[config.mk]
export PLATFORM = sky130hd
export DESIGN_NAME = midi_track_event_parser_core
export DESIGN_NICKNAME = d
export VERILOG_FILES = /design/src/mtep_pkg.sv /design/src/midi_track_event_parser_core.sv /design/src/mtep_parser.sv /design/src/mtep_result_queue.sv
export SDC_FILE = /design/constraint.sdc
export NUM_CORES = 1
export LEC_CHECK = 0
export ABC_AREA = 1
export BUFFER_PORTS_ARGS = -buffer_cell sky130_fd_sc_hd__buf_2
export CELL_PAD_IN_SITES_DETAIL_PLACEMENT = 2
export CELL_PAD_IN_SITES_GLOBAL_PLACEMENT = 2
export CORE_UTILIZATION = 39
export DETAILED_ROUTE_END_ITERATION = 8
export PLACE_DENSITY_LB_ADDON = 0.1
export REMOVE_ABC_BUFFERS = 1
export SLEW_MARGIN = 20
export SYNTH_ARGS = -nofsm -noshare
export SYNTH_HDL_FRONTEND = slang
export SYNTH_SLANG_ARGS = --single-unit
[constraint.sdc]
create_clock -name clk -period 10.1 [get_ports clk]
set_input_delay 1.01 -clock clk [delete_from_list [all_inputs] [get_ports clk]]
set_output_delay 1.01 -clock clk [all_outputs]
set_load 0.02 [all_outputs]
[src/mtep_pkg.sv]
// ----------------------------------------------------------------------------
// mtep_pkg
// Shared types and codes of the MIDI track event parser: parser phases,
// result kinds, status and meta codes, and the result record.
// ----------------------------------------------------------------------------
package mtep_pkg;

  // Parser phase, one-hot
  typedef enum logic [15:0] {
    PH_DELTA    = 16'h0001,
    PH_STATUS   = 16'h0002,
    PH_PARAM1   = 16'h0004,
    PH_PARAM2   = 16'h0008,
    PH_SYSLEN   = 16'h0010,
    PH_SYSDATA  = 16'h0020,
    PH_METATYPE = 16'h0040,
    PH_METALEN  = 16'h0080,
    PH_TEMPO1   = 16'h0100,
    PH_TEMPO2   = 16'h0200,
    PH_TEMPO3   = 16'h0400,
    PH_KEY1     = 16'h0800,
    PH_KEY2     = 16'h1000,
    PH_SKIP     = 16'h2000,
    PH_DONE     = 16'h4000,
    PH_FAIL     = 16'h8000
  } phase_t;

  // Result kinds that are not channel messages
  localparam logic [3:0] KIND_SYSEX  = 4'd7;
  localparam logic [3:0] KIND_TEMPO  = 4'd8;
  localparam logic [3:0] KIND_END    = 4'd9;
  localparam logic [3:0] KIND_ERROR  = 4'd10;
  localparam logic [3:0] KIND_KEYSIG = 4'd11;

  // Status bytes and nibbles
  localparam logic [7:0] ST_SYSEX     = 8'hF0;
  localparam logic [7:0] ST_SYSEX_ESC = 8'hF7;
  localparam logic [7:0] ST_META      = 8'hFF;
  localparam logic [3:0] HI_PROGRAM   = 4'hC;
  localparam logic [3:0] HI_CHANPRESS = 4'hD;

  // Meta event types
  localparam logic [7:0] META_EOT    = 8'h2F;
  localparam logic [7:0] META_PORT   = 8'h21;
  localparam logic [7:0] META_TEMPO  = 8'h51;
  localparam logic [7:0] META_KEYSIG = 8'h59;

  // Result queue depth
  localparam int unsigned RQ_DEPTH = 4;

  typedef struct packed {
    logic [3:0]         kind;
    logic [3:0]         channel;
    logic [6:0]         param_one;
    logic [6:0]         param_two;
    logic [31:0]        tick;
    logic [23:0]        tempo_value;
    logic [7:0]         sysex_byte;
    logic               sysex_end;
    logic signed [7:0]  key_sharps;
    logic               key_is_minor;
    logic               run_end;
  } result_t;

  // Results of one byte, packed to the front: r0 first
  typedef struct packed {
    logic [1:0] cnt;
    result_t    r0;
    result_t    r1;
  } result_pair_t;

endpackage

[src/midi_track_event_parser_core.sv]
// ----------------------------------------------------------------------------
// midi_track_event_parser_core
// Byte-serial parser for the event stream of a standard MIDI file track.
// ----------------------------------------------------------------------------
// Feed track chunk payload bytes one per item, marking the final byte with
// track_last. The core takes one byte every cycle unless in_stall is high:
// the whole update of the parser state for a byte is one pass of logic, and
// its results go into a four-entry result queue that drives the output
// ports. Most bytes give no result or one; the final byte of a track can
// give two (the event it completes and a missing-end-of-track error). The
// input stalls only while fewer than two queue entries are free, so with
// the output side draining every cycle the input never stalls for long.
// run_end marks the last result of each byte. smpte_mode
// is written through the cfg channel, which is always ready; write it
// only while the core is idle. Absolute ticks wrap at 2^TICK_BITS and the
// tick port shows the low 32 bits.
// ----------------------------------------------------------------------------
module midi_track_event_parser_core #(
  parameter int TICK_BITS = 32
) (
  input  logic               clk,
  input  logic               rst,
  // configuration write channel
  input  logic               cfg_valid,
  output logic               cfg_ready,
  input  logic               cfg_data,
  // input item channel
  input  logic               in_valid,
  output logic               in_stall,
  input  logic [7:0]         data_byte,
  input  logic               track_last,
  // result item channel
  output logic               out_valid,
  input  logic               out_stall,
  output logic [3:0]         kind,
  output logic [3:0]         channel,
  output logic [6:0]         param_one,
  output logic [6:0]         param_two,
  output logic [31:0]        tick,
  output logic [23:0]        tempo_value,
  output logic [7:0]         sysex_byte,
  output logic               sysex_end,
  output logic signed [7:0]  key_sharps,
  output logic               key_is_minor,
  output logic               run_end
);
  import mtep_pkg::*;

  logic         smpte_mode;
  logic         in_accept;
  logic         q_full;
  result_pair_t results;
  result_t      head;

  // Configuration register: always ready, skip tempo events when set
  assign cfg_ready = 1'b1;

  always_ff @(posedge clk) begin
    if (rst) begin
      smpte_mode <= 1'b0;
    end else if (cfg_valid && cfg_ready) begin
      smpte_mode <= cfg_data;
    end
  end

  // Hold input while the queue cannot absorb a worst-case pair of results
  assign in_stall  = q_full;
  assign in_accept = in_valid && !in_stall;

  mtep_parser #(
    .TICK_BITS (TICK_BITS)
  ) u_parser (
    .clk        (clk),
    .rst        (rst),
    .accept     (in_accept),
    .data_byte  (data_byte),
    .track_last (track_last),
    .smpte_mode (smpte_mode),
    .results    (results)
  );

  // Queue results; advance the head when the output side takes it
  mtep_result_queue u_queue (
    .clk           (clk),
    .rst           (rst),
    .push          (in_accept),
    .push_data     (results),
    .pop           (!out_stall),
    .head          (head),
    .not_empty     (out_valid),
    .full_for_pair (q_full)
  );

  assign kind         = head.kind;
  assign channel      = head.channel;
  assign param_one    = head.param_one;
  assign param_two    = head.param_two;
  assign tick         = head.tick;
  assign tempo_value  = head.tempo_value;
  assign sysex_byte   = head.sysex_byte;
  assign sysex_end    = head.sysex_end;
  assign key_sharps   = head.key_sharps;
  assign key_is_minor = head.key_is_minor;
  assign run_end      = head.run_end;

endmodule

[src/mtep_parser.sv]
// ----------------------------------------------------------------------------
// mtep_parser
// Parser state and one-byte update; yields up to two results per byte.
// ----------------------------------------------------------------------------
module mtep_parser #(
  parameter int TICK_BITS = 32
) (
  input  logic                  clk,
  input  logic                  rst,
  input  logic                  accept,
  input  logic [7:0]            data_byte,
  input  logic                  track_last,
  input  logic                  smpte_mode,
  output mtep_pkg::result_pair_t results
);
  import mtep_pkg::*;

  phase_t                phase, phase_next, phase_work;
  logic [TICK_BITS-1:0]  tick_total, tick_next, tick_work;
  logic [7:0]            running_status, running_status_next;
  logic [7:0]            current_status, current_status_next;
  logic [27:0]           varlen_accum, varlen_accum_next;
  logic [1:0]            varlen_count, varlen_count_next;
  logic [27:0]           bytes_left, bytes_left_next;
  logic [6:0]            first_param, first_param_next;
  logic [7:0]            meta_type, meta_type_next;
  logic [23:0]           tempo_accum, tempo_accum_next;
  logic [7:0]            key_sharps_hold, key_sharps_hold_next;

  logic [27:0]           vl_acc;
  logic                  vl_done, vl_bad;
  logic [27:0]           bl_dec;
  logic [3:0]            st_hi;
  logic [7:0]            fd_status;
  logic                  fd_en;
  logic                  ev_vld;
  result_t               ev;
  logic                  miss_end;
  logic [TICK_BITS+31:0] tick_ext;
  logic [31:0]           tick32;
  result_t               err_res;

  assign vl_acc   = {varlen_accum[20:0], data_byte[6:0]};
  assign vl_done  = !data_byte[7];
  assign vl_bad   = data_byte[7] && (varlen_count == 2'd3);
  assign bl_dec   = (bytes_left != '0) ? bytes_left - 28'd1 : '0;
  assign tick_ext = {32'd0, tick_work};
  assign tick32   = tick_ext[31:0];

  always_comb begin
    phase_work           = phase;
    tick_work            = tick_total;
    running_status_next  = running_status;
    current_status_next  = current_status;
    varlen_accum_next    = varlen_accum;
    varlen_count_next    = varlen_count;
    bytes_left_next      = bytes_left;
    first_param_next     = first_param;
    meta_type_next       = meta_type;
    tempo_accum_next     = tempo_accum;
    key_sharps_hold_next = key_sharps_hold;
    ev_vld               = 1'b0;
    ev                   = '0;
    fd_en                = 1'b0;
    fd_status            = current_status;

    case (phase)
      PH_DELTA: begin
        varlen_accum_next = vl_acc;
        if (vl_bad) begin
          ev_vld     = 1'b1;
          ev.kind    = KIND_ERROR;
          phase_work = PH_FAIL;
        end else if (vl_done) begin
          tick_work         = tick_total + TICK_BITS'(vl_acc);
          varlen_accum_next = '0;
          varlen_count_next = '0;
          phase_work        = PH_STATUS;
        end else begin
          varlen_count_next = varlen_count + 2'd1;
        end
      end
      PH_STATUS: begin
        if (data_byte[7]) begin
          current_status_next = data_byte;
          if (data_byte < ST_SYSEX) begin
            running_status_next = data_byte;
            phase_work          = PH_PARAM1;
          end else if (data_byte == ST_SYSEX || data_byte == ST_SYSEX_ESC) begin
            phase_work = PH_SYSLEN;
          end else if (data_byte == ST_META) begin
            phase_work = PH_METATYPE;
          end else begin
            ev_vld     = 1'b1;
            ev.kind    = KIND_ERROR;
            phase_work = PH_FAIL;
          end
        end else if (running_status == '0) begin
          ev_vld     = 1'b1;
          ev.kind    = KIND_ERROR;
          phase_work = PH_FAIL;
        end else begin
          current_status_next = running_status;
          fd_status           = running_status;
          fd_en               = 1'b1;
        end
      end
      PH_PARAM1: begin
        fd_en = 1'b1;
      end
      PH_PARAM2: begin
        ev_vld       = 1'b1;
        ev.kind      = {1'b0, current_status[6:4]};
        ev.channel   = current_status[3:0];
        ev.param_one = first_param;
        ev.param_two = data_byte[6:0];
        phase_work   = PH_DELTA;
      end
      PH_SYSLEN: begin
        if (vl_bad) begin
          varlen_accum_next = vl_acc;
          ev_vld            = 1'b1;
          ev.kind           = KIND_ERROR;
          phase_work        = PH_FAIL;
        end else if (vl_done) begin
          varlen_accum_next = '0;
          varlen_count_next = '0;
          if (current_status == ST_SYSEX) begin
            ev_vld        = 1'b1;
            ev.kind       = KIND_SYSEX;
            ev.sysex_byte = ST_SYSEX;
            ev.sysex_end  = (vl_acc == '0);
          end else if (vl_acc == '0) begin
            ev_vld       = 1'b1;
            ev.kind      = KIND_SYSEX;
            ev.sysex_end = 1'b1;
          end
          bytes_left_next = vl_acc;
          phase_work      = (vl_acc != '0) ? PH_SYSDATA : PH_DELTA;
        end else begin
          varlen_accum_next = vl_acc;
          varlen_count_next = varlen_count + 2'd1;
        end
      end
      PH_SYSDATA: begin
        bytes_left_next = bl_dec;
        ev_vld          = 1'b1;
        ev.kind         = KIND_SYSEX;
        ev.sysex_byte   = data_byte;
        ev.sysex_end    = (bl_dec == '0);
        if (bl_dec == '0) begin
          phase_work = PH_DELTA;
        end
      end
      PH_METATYPE: begin
        meta_type_next = data_byte;
        phase_work     = PH_METALEN;
      end
      PH_METALEN: begin
        if (vl_bad) begin
          varlen_accum_next = vl_acc;
          ev_vld            = 1'b1;
          ev.kind           = KIND_ERROR;
          phase_work        = PH_FAIL;
        end else if (vl_done) begin
          varlen_accum_next = '0;
          varlen_count_next = '0;
          bytes_left_next   = vl_acc;
          phase_work        = (vl_acc != '0) ? PH_SKIP : PH_DELTA;
          if (meta_type == META_EOT) begin
            ev_vld     = 1'b1;
            ev.kind    = KIND_END;
            phase_work = PH_DONE;
          end else if ((meta_type == META_PORT && vl_acc < 28'd1) ||
                       (meta_type == META_TEMPO && vl_acc < 28'd3) ||
                       (meta_type == META_KEYSIG && vl_acc < 28'd2)) begin
            ev_vld     = 1'b1;
            ev.kind    = KIND_ERROR;
            phase_work = PH_FAIL;
          end else if (meta_type == META_TEMPO && !smpte_mode) begin
            phase_work = PH_TEMPO1;
          end else if (meta_type == META_KEYSIG) begin
            phase_work = PH_KEY1;
          end
        end else begin
          varlen_accum_next = vl_acc;
          varlen_count_next = varlen_count + 2'd1;
        end
      end
      PH_TEMPO1, PH_TEMPO2: begin
        tempo_accum_next = {tempo_accum[15:0], data_byte};
        bytes_left_next  = bl_dec;
        phase_work       = (phase == PH_TEMPO1) ? PH_TEMPO2 : PH_TEMPO3;
      end
      PH_TEMPO3: begin
        tempo_accum_next = {tempo_accum[15:0], data_byte};
        bytes_left_next  = bl_dec;
        ev_vld           = 1'b1;
        ev.kind          = KIND_TEMPO;
        ev.tempo_value   = {tempo_accum[15:0], data_byte};
        phase_work       = (bl_dec != '0) ? PH_SKIP : PH_DELTA;
      end
      PH_KEY1: begin
        key_sharps_hold_next = data_byte;
        bytes_left_next      = bl_dec;
        phase_work           = PH_KEY2;
      end
      PH_KEY2: begin
        bytes_left_next = bl_dec;
        ev_vld          = 1'b1;
        ev.kind         = KIND_KEYSIG;
        ev.key_sharps   = key_sharps_hold;
        ev.key_is_minor = (data_byte != '0);
        phase_work      = (bl_dec != '0) ? PH_SKIP : PH_DELTA;
      end
      PH_SKIP: begin
        bytes_left_next = bl_dec;
        if (bl_dec == '0) begin
          phase_work = PH_DELTA;
        end
      end
      default: begin
      end
    endcase

    // First data byte of a channel message
    st_hi = fd_status[7:4];
    if (fd_en) begin
      if (st_hi == HI_PROGRAM || st_hi == HI_CHANPRESS) begin
        ev_vld       = 1'b1;
        ev.kind      = {1'b0, st_hi[2:0]};
        ev.channel   = fd_status[3:0];
        ev.param_one = data_byte[6:0];
        phase_work   = PH_DELTA;
      end else begin
        first_param_next = data_byte[6:0];
        phase_work       = PH_PARAM2;
      end
    end

    // Track ends: flag a missing end of track, then restart
    miss_end   = track_last && phase_work != PH_DONE && phase_work != PH_FAIL;
    phase_next = phase_work;
    tick_next  = tick_work;
    if (track_last) begin
      phase_next           = PH_DELTA;
      tick_next            = '0;
      running_status_next  = '0;
      current_status_next  = '0;
      varlen_accum_next    = '0;
      varlen_count_next    = '0;
      bytes_left_next      = '0;
      first_param_next     = '0;
      meta_type_next       = '0;
      tempo_accum_next     = '0;
      key_sharps_hold_next = '0;
    end
  end

  always_comb begin
    err_res         = '0;
    err_res.kind    = KIND_ERROR;
    err_res.tick    = tick32;
    err_res.run_end = 1'b1;
    results         = '0;
    if (ev_vld) begin
      results.r0         = ev;
      results.r0.tick    = tick32;
      results.r0.run_end = !miss_end;
      results.r1         = err_res;
      results.cnt        = miss_end ? 2'd2 : 2'd1;
    end else if (miss_end) begin
      results.r0  = err_res;
      results.cnt = 2'd1;
    end
  end

  always_ff @(posedge clk) begin
    if (rst) begin
      phase           <= PH_DELTA;
      tick_total      <= '0;
      running_status  <= '0;
      current_status  <= '0;
      varlen_accum    <= '0;
      varlen_count    <= '0;
      bytes_left      <= '0;
      first_param     <= '0;
      meta_type       <= '0;
      tempo_accum     <= '0;
      key_sharps_hold <= '0;
    end else if (accept) begin
      phase           <= phase_next;
      tick_total      <= tick_next;
      running_status  <= running_status_next;
      current_status  <= current_status_next;
      varlen_accum    <= varlen_accum_next;
      varlen_count    <= varlen_count_next;
      bytes_left      <= bytes_left_next;
      first_param     <= first_param_next;
      meta_type       <= meta_type_next;
      tempo_accum     <= tempo_accum_next;
      key_sharps_hold <= key_sharps_hold_next;
    end
  end

endmodule

[src/mtep_result_queue.sv]
// ----------------------------------------------------------------------------
// mtep_result_queue
// Small result queue: takes up to two results a cycle, hands out one.
// ----------------------------------------------------------------------------
module mtep_result_queue (
  input  logic                   clk,
  input  logic                   rst,
  input  logic                   push,
  input  mtep_pkg::result_pair_t push_data,
  input  logic                   pop,
  output mtep_pkg::result_t      head,
  output logic                   not_empty,
  output logic                   full_for_pair
);
  import mtep_pkg::*;

  localparam int PW = $clog2(RQ_DEPTH);
  localparam int CW = $clog2(RQ_DEPTH + 1);

  result_t         entries [RQ_DEPTH];
  logic [PW-1:0]   wr_ptr, wr_ptr_next;
  logic [PW-1:0]   rd_ptr;
  logic [CW-1:0]   count;
  logic [CW-1:0]   push_cnt;
  logic            do_pop;

  assign not_empty     = (count != '0);
  assign full_for_pair = (count > CW'(RQ_DEPTH - 2));
  assign head          = entries[rd_ptr];
  assign do_pop        = pop && not_empty;
  assign push_cnt      = push ? CW'(push_data.cnt) : '0;
  assign wr_ptr_next   = wr_ptr + PW'(1);

  always_ff @(posedge clk) begin
    if (push && push_data.cnt != 2'd0) begin
      entries[wr_ptr] <= push_data.r0;
    end
    if (push && push_data.cnt == 2'd2) begin
      entries[wr_ptr_next] <= push_data.r1;
    end
  end

  always_ff @(posedge clk) begin
    if (rst) begin
      wr_ptr <= '0;
      rd_ptr <= '0;
      count  <= '0;
    end else begin
      wr_ptr <= wr_ptr + PW'(push_cnt);
      if (do_pop) begin
        rd_ptr <= rd_ptr + PW'(1);
      end
      count <= count + push_cnt - CW'(do_pop);
    end
  end

endmodule

**Word level (Yosys, flattened, before mapping)**

Memories as Yosys holds them, arrays and structs flattened. A register that Yosys moved wholly into a read port is not among the register bits.
Cells that the tools add are included.

- $add $sub $neg: 8
- Magnitude comparators: 5
- Equality and inequality tests: 32
- Multiplexer cells: 116
- Reduce and logical (&&, ||, !) cells: 54

Operators with widths:

| kind | count |
|---|---|
| two-way mux 16 bit | 20 |
| one-hot mux 16 bit (10 select lines) | 1 |
| two-way mux 32 bit | 4 |
| two-way mux 8 bit | 15 |
| two-way mux 28 bit | 4 |
| two-way mux 99 bit | 1 |
| two-way mux 98 bit | 1 |
| two-way mux 97 bit | 1 |
| two-way mux 21 bit | 4 |
| nonzero test 28 bit | 3 |
| logical NOT 28 bit | 2 |
| less-than comparator 28 x 2 -> 1 bit (second input constant) | 2 |
| two-way mux 4 bit | 14 |
| one-hot mux 28 bit (2 select lines) | 1 |
| adder 32 x 28 -> 32 bit | 1 |
| == test 8 bit (second input constant) | 4 |
| one-hot mux 4 bit (8 select lines) | 1 |
| two-way mux 15 bit | 2 |
| less-than comparator 28 x 1 -> 1 bit (second input constant) | 1 |
| two-way mux 14 bit | 2 |
| subtractor 28 x 1 -> 28 bit (second input constant) | 1 |
| two-way mux 9 bit | 3 |
| two-way mux 24 bit | 1 |
| two-way mux 1 bit | 23 |
| 52 further kinds | 103 |

- Bits in registers: 162
- RAM bits: 388
- Input port bits: 15
- Output and inout port bits: 100
- Logic and storage cells: 231
- Memories: 1

Memory list:

| name | depth | bits a word | rd ports | clocked after memory_dff | wr ports | RTL line | source |
|---|---|---|---|---|---|---|---|
| u_queue.entries | 4 | 97 | 1 | 1 | 2 | mtep_result_queue.sv:20 | `result_t entries [RQ_DEPTH];` |

**Depth between registers and ports, before layout**

Gate-level depths: netlist of the first run.

- Depth after elaboration: 19
- Gate-level depth with buffers: 34
- Mapped depth without buffers: 31

**Modules after synthesis**

Synthesis of the first run repeated with hierarchy kept, for this count alone.

- Cell total of the unflattened synthesis: 3981
- Area, all modules: 32358.5 um^2

Modules (own cells, without submodules):

| module | times used | cells each | area an instance (um^2) | sequential area each (um^2) |
|---|---|---|---|---|
| mtep_result_queue | 1 | 1973 | 20014.2 | 11831.3 |
| mtep_parser | 1 | 1996 | 12276.8 | 3083.0 |
| midi_track_event_parser_core | 1 | 12 | 67.6 | 20.0 |

**Worst setup path after synthesis of the first run**

OpenSTA, ideal clock, no wires.

- Kind: input-to-reg
- Start point: in data_byte[2]
- End point: mem u_queue.entries[3][75] (netlist bit)
- Setup time: 0.129 ns
- Arrival time: 5.032 ns
- Data required time: 9.971 ns
- Setup slack: 4.938 ns
- Cell stages on the path: 25
- Buffers on the path: 3
- Path through: inv_2 nand2_1 nor3_2 nand3_1 o211ai_1 nand2_1 nand2_1 nand3_1 o21ai_1 inv_2 nor2_1 nand3b_4 inv_2 buf_6 ha_1 nor2_1 inv_1 nor3_2 inv_1 nand2_1 inv_1 clkbuf_1 clkbuf_1 nand2_1 o21ai_0

RTL lines:

| what | RTL line | source |
|---|---|---|
| start, declared | midi_track_event_parser_core.sv:30 | `input logic [7:0] data_byte,` |
| end, declared | mtep_result_queue.sv:20 |  |

==> metrics.md, run 1 <==
| Metric | Value |
|---|---|
| DIE HEIGHT | 265 um |
| CTS sink cnt | 552 |
| Crit path largest cell delay | 700 ps |
| Minimum clock period | 6330 ps |
| Internal | 5.00 mW |
| Switching Power | 4.65 mW |
| Clock-pin slew on the worst setup and hold paths | 60 ps |
| Yosys warns | 0 |
| Worst Path Arrival | 6790 ps |
| Commonest non-fill, non-tap cells in the layout | nand2_1, nor2_1, o21ai_0 |
| Num CTS Buffers | 61 |
| Final std cells w/o fill | 4591 |
| Vias/cell | 5.70 |
| Depth of the CTS H-tree | 2 |
| Initial antenna violation count | 1 |
| Reg2Reg Depth | 31 |
| Iter 0 DRT Violations | 1391 |
| Worst-Margin Slew | 1100 ps |
| Initial core utilization | 39.4% |
| Max-slew violation total from the final report | 0 |
| Fillers | 7843 |
| IO buf count | 113 |
| Commonest non-fill, non-tap cell in the layout | nand2_1 |
| Netlist cell types | 70 |
| Post-synth EDFFs | 140 |
| Antenna-violating nets left | 0 |
| Clk Tree Root Cell | clkbuf_16 |
| Final Skew | 36.0 ps |
| Clock power share | 23.6% |
| Area of the mapped netlist | 0.0270 mm2 |
| CP max stage cell | nor3_2 |
| GR Overflow Total | 0 |
| Slew headroom | 26.7% |
| Share of layout cells above drive strength 1 | 10.2% |
| Cell count after synthesis | 3605 |
| Nets@finish | 3664 |
| #FFs+latches synth | 552 |
| Top FF cell, synth | dfxtp_1 |
| Post_cts resized | 0 |
| Async set-or-reset flop fraction in the synthesized netlist | 0% |
| Sequential share of the synthesized area | 46.1% |
| Crit path max fanout | 63 |
| Placed Instances | 4478 |
| Std-Cell Rows | 96 |
| Setup TNS Final | 0 ps |
| Seq pwr share | 27.6% |
| WHS Path Cells | 2 |
| Antenna diodes | 0 |
| Clk Latency, worst-skew pair | 650 ps |
| WHS | 455 ps |
| Endpoint class of the critical path | register |
| CTS Hold Buffers Added | 0 |
| Status | finished clean |
| CP Data Required Time | 10570 ps |
| Final Setup Violations | 0 |
| DR pass1 iterations | 5 |
| WS Path Type | register to register |
| Hpwl dp | 73.2 mm |
| Layout area overhead | 11.5% |
| Fin. Hold Viols | 0 |
| Setup Buffers After CTS | 0 |
| # DRC | 0 |
| Total number of vias | 26200 |
| FMAX | 0.158 GHz |
| Dpl ws | 3370 ps |
| RSZ-0062 raised after global routing | false |
| Max IR drop VDD | 0.219 mV |
| GRT Util Overall | 31.0% |
| Vias in the first global route | 29100 |
| Setup ws final | 3770 ps |
| GP Congestion | 0.902 |
| CTS tree | built |
| Clock Tree Buf Depth | 3 |
| Power Total | 9.66 mW |
| Fin crit share | 62.6% |
| First-pass GRT wire length | 171 mm |
| Core Footprint | 0.0686 mm2 |
| Crit path top cell by count | nor2_1 |
| Die area | 0.0704 mm2 |
| Hold Crit Class | register to register |
| Wire per inst | 23.9 um |
| PwrDens | 320 mW/mm2 |
| Switching Share | 48.2% |
| Syn avg cell area | 7.50 um2 |
| Max cap viols | 0 |
| WL final | 110 mm |
| Largest net degree at the start of global routing | 99 |
| Logic pwr share | 48.7% |
| Element type at the critical path start | register |
| Num ports | 115 |
| Die W | 265 um |
| Leakage | 11.8 nW |
-- through the flow --
stage | util, % | area (um2)
finish | 44.0 | 30100
global route | 44.0 | 30100
CTS | 43.9 | 30100
detailed placement | 41.0 | 28100
global placement | 41.0 | 28100
floorplan | - | 26100
-- cells by family (layout without fill, tap and decap cells) --
family / count (synthesis) / after routing / synth area share, %
simple gates: 1572 / 1572 / 24.7
compound gates: 982 / 982 / 19.8
flops: 552 / 552 / 46.1
buf+inv: 425 / 480 / 6.49
fa+ha+maj: 39 / 39 / 1.86
xor+xnor: 31 / 31 / 1.00
mux: 3 / 3 / 0.111
other cells: 1 / 1 / 0.0139
-- sequential cells by signal (all words and copies together), names as in the netlist, named ones only --
| signal | count |
|---|---|
| smpte_mode | 1 |
| u_parser.bytes_left | 28 |
| u_parser.current_status | 8 |
| u_parser.first_param | 7 |
| u_parser.key_sharps_hold | 8 |
| u_parser.meta_type | 8 |
| u_parser.phase | 16 |
| u_parser.running_status | 8 |
| u_parser.tempo_accum | 16 |
| u_parser.tick_total | 32 |
| u_parser.varlen_accum | 21 |
| u_parser.varlen_count | 2 |
| u_queue.count | 3 |
| u_queue.entries | 388 |
| u_queue.rd_ptr | 2 |
| u_queue.wr_ptr | 2 |
-- routing by layer --
layer  routed length (um)  vias up  GRT usage, %
met4                 3170        0          9.72
met1                47300    13400          37.8
met5                    0        -             0
met2                56400      413          57.2
met3                 2860      185          2.98
li1                     -    12200             -
-- worst max-delay path, delay by kind of cell (launching register included) --
family	cells	cell delay [ps]
and+or+nand+nor	18	2960
buffers and inverters	9	1760
AOI/OAI and AO/OA	2	530
adders and majority gates	2	500
DFF	1	330
-- Yosys cell counts (all sizes together), types with 8 or more instances --
cell type / count / area, um2
a211oi: 8 / 60.1
nand2: 735 / 2860
o22ai: 99 / 619
or2: 29 / 181
o21ai: 571 / 2870
o21a: 14 / 105
nand3: 184 / 948
ha: 37 / 463
nor2: 550 / 2180
dfxtp: 412 / 8250
xor2: 21 / 184
edfxtp: 140 / 4200
nor3: 31 / 191
xnor2: 10 / 87.6
a21oi: 228 / 1210
buf: 30 / 265
clkbuf: 172 / 646
inv: 217 / 820
o21bai: 12 / 90.1
nand4: 33 / 219
o211ai: 12 / 90.1
-- power groups by stage --
stage	Combinational, mW	Sequential [mW]	Clock, mW
3_3_place_gp	4.49	2.70	0
4_1_cts	4.71	2.67	2.32
3_5_place_dp	4.65	2.71	0
2_1_floorplan	3.01	2.65	0
6_report	4.71	2.67	2.28
5_1_grt	5.16	2.69	2.39
-- final timing paths --
path,end,startpoint,slack (ps)
max,u_queue.entries[3][89]$_SDFFE_PP0P_,u_parser.bytes_left[0]$_SDFFE_PP0P_,3770
min,u_queue.entries[1][95]$_SDFFE_PP0P_,u_queue.entries[1][95]$_SDFFE_PP0P_,450
max reg2reg,u_queue.entries[3][89]$_SDFFE_PP0P_,u_parser.bytes_left[0]$_SDFFE_PP0P_,3770
min reg2reg,u_queue.entries[1][95]$_SDFFE_PP0P_,u_queue.entries[1][95]$_SDFFE_PP0P_,450
-- area by class of cell --
cell class,count,area (um2),share of cell area [%]
Tap cell,931,1160,3.86
Inverter,223,847,2.81
Timing Repair Buffer,144,801,2.66
Clock buffer,83,1690,5.61
Sequential cell,552,12500,41.3
Clock inverter,30,337,1.12
Multi-Input combinational cell,2628,12800,42.6
Note: power is estimated with default switching activity, not from simulation.
==> inputs of run 2 (changes only) <==
--- a/config.mk
+++ b/config.mk
@@ -9,7 +9,7 @@
 export BUFFER_PORTS_ARGS = -buffer_cell sky130_fd_sc_hd__buf_2
 export CELL_PAD_IN_SITES_DETAIL_PLACEMENT = 2
 export CELL_PAD_IN_SITES_GLOBAL_PLACEMENT = 2
-export CORE_UTILIZATION = 39
+export CORE_UTILIZATION = 33
 export DETAILED_ROUTE_END_ITERATION = 8
 export PLACE_DENSITY_LB_ADDON = 0.1
 export REMOVE_ABC_BUFFERS = 1
==> constraint.sdc (replaced) <==
create_clock -name clk -period 5.5 [get_ports clk]
set_input_delay 0.55 -clock clk [delete_from_list [all_inputs] [get_ports clk]]
set_output_delay 0.55 -clock clk [all_outputs]
set_load 0.02 [all_outputs]
==> run 2 against run 1 <==
Net effect: the flow now finishes with violations (DRC); clock skew is 19 ps lower; global-route usage is 3.8 points lower; critical path depth shrank 1; non-clock buffer count grew 24; die area increased by 18%; largest cell class unchanged.
==> metrics.md, run 2 (synthesized netlist as in run 1, its figures left out) <==
| Metric | Value |
|---|---|
| Instance area at placement | 0.0285 mm2 |
| # DRC | 10 |
| Element type at the critical path start | register |
| Hold Crit Class | input pin to register |
| Commonest non-fill, non-tap cells in the layout | nand2_1, nor2_1, o21ai_0 |
| Std-Cell Rows | 104 |
| First-pass GRT wire length | 174 mm |
| Die area | 0.0831 mm2 |
| Max IR drop VDD | 0.405 mV |
| Largest net degree at the start of global routing | 119 |
| Clk Latency, worst-skew pair | 630 ps |
| Fillers | 9294 |
| Final instance area | 0.0309 mm2 |
| Iter 0 DRT Violations | 1374 |
| Core Footprint | 0.0808 mm2 |
| Max-slew violation total from the final report | 0 |
| Wire per inst | 23.9 um |
| Initial core utilization | 33.5% |
| Switching Share | 47.4% |
| Fin util | 38.2% |
| DIE HEIGHT | 288 um |
| Seq pwr share | 26.6% |
| WHS | 146 ps |
| Final Skew | 17.5 ps |
| Fin crit share | 90.5% |
| Depth of the CTS H-tree | 3 |
| Endpoint class of the critical path | register |
| Failing checks | DRC |
| Antenna-violating nets left | 0 |
| Worst Path Arrival | 5510 ps |
| Worst-Margin Slew | 1070 ps |
| Crit path largest cell delay | 440 ps |
| Initial antenna violation count | 2 |
| Fin. Hold Viols | 0 |
| GRT Util Overall | 27.3% |
| Minimum clock period | 4980 ps |
| Die W | 288 um |
| Share of layout cells above drive strength 1 | 11.1% |
| GR Overflow Total | 0 |
| Num ports | 115 |
| PwrDens | 591 mW/mm2 |
| Num CTS Buffers | 68 |
| WL final | 113 mm |
| DR pass1 iterations | 7 |
| Clock-pin slew on the worst setup and hold paths | 60 ps |
| Crit path top cell by count | nand2_1 |
| Clock Tree Buf Depth | 3 |
| Setup ws final | 524 ps |
| Leakage | 12.1 nW |
| Top reg by flops | u_queue.entries |
| CP Data Required Time | 6030 ps |
| Max FFs per register | 388 |
| Nets@finish | 3695 |
| Placed Instances | 4631 |
| Top Registers | u_queue.entries x388, u_parser.tick_total x32, u_parser.bytes_left x28 |
| GP Congestion | 0.953 |
| Total number of vias | 26300 |
| Crit path max fanout | 29 |
| Slew headroom | 28.4% |
| Clock power share | 26.1% |
| CTS tree | built |
| Status | finished with violations |
| Commonest non-fill, non-tap cell in the layout | nand2_1 |
| Switching Power | 8.65 mW |
| Clk Tree Root Cell | clkbuf_16 |
| CTS sink cnt | 552 |
| Hpwl dp | 75.3 mm |
| Internal | 9.62 mW |
| Final Setup Violations | 0 |
| Setup TNS Final | 0 ps |
| RSZ-0062 raised after global routing | false |
| Vias/cell | 5.52 |
| Logic pwr share | 47.3% |
| FMAX | 0.201 GHz |
| Max cap viols | 0 |
| CP max stage cell | buf_4 |
| Final std cells w/o fill | 4753 |
| Power Total | 18.3 mW |
| Antenna diodes | 0 |
| IO buf count | 113 |
| Vias in the first global route | 28900 |
| Layout area overhead | 14.3% |
| Dpl ws | 272 ps |
| WS Path Type | register to register |
[run 2: cell types whose count changed in the layout (fill, tap and decap cells not counted), sizes merged]
cell | before | now
clkbuf | 83 | 95
clkinv | 26 | 22
bufinv | 6 | 7
buf | 144 | 168
[run 2: worst paths after layout]
| path | slack, ps | to | start | depth (start not counted) |
|---|---|---|---|---|
| min | 150 | smpte_mode$_SDFFE_PP0P_ | cfg_valid | 2 |
| max reg2reg | 520 | u_queue.entries[2][38]$_SDFFE_PP0P_ | u_parser.bytes_left[0]$_SDFFE_PP0P_ | 30 |
| min reg2reg | 450 | u_queue.entries[2][27]$_SDFFE_PP0P_ | u_queue.entries[2][27]$_SDFFE_PP0P_ | 2 |
| max | 520 | u_queue.entries[2][38]$_SDFFE_PP0P_ | u_parser.bytes_left[0]$_SDFFE_PP0P_ | 30 |
[run 2: area by class of cell]
class / instances / area (um2) / share of cell area (%)
multi-input combinational: 2628 / 12900 / 41.6
clock buffer: 95 / 1950 / 6.30
sequential: 552 / 12500 / 40.3
tap: 1060 / 1330 / 4.29
timing repair buffer: 168 / 1070 / 3.47
inverter: 223 / 852 / 2.76
clock inverter: 27 / 388 / 1.26
[run 2: power by group through the flow]
stage	Combinational (mW)	Clock [mW]	Sequential [mW]
after global placement	8.36	0	4.93
after detailed placement	8.60	0	4.95
after global routing	9.48	4.98	4.91
after CTS	8.66	4.85	4.87
after floorplan	5.52	0	4.87
final	8.64	4.76	4.86
[run 2: layer usage]
| layer | share of wire [%] | global-route usage, % | vias up |
|---|---|---|---|
| met5 | 0 | 0 | - |
| met4 | 3.1 | 8.70 | 0 |
| met3 | 2.8 | 2.64 | 183 |
| met2 | 50 | 49.7 | 446 |
| met1 | 44 | 33.6 | 13400 |
| li1 | - | - | 12200 |
[run 2: what timing repair did]
action,CTS,global route
hold buffers,0,0
setup buffers,0,0
setup endpoints to repair,0,150
hold endpoints to repair,0,0
gates resized for setup,0,2
[run 2: worst max-delay path, delay by kind of cell, from the launching register on]
kind	cells	cell delay, ps
and+or+nand+nor	20	2820
buffers and inverters	7	1170
adders and majority gates	2	420
DFF	1	320
AOI/OAI and AO/OA	1	120
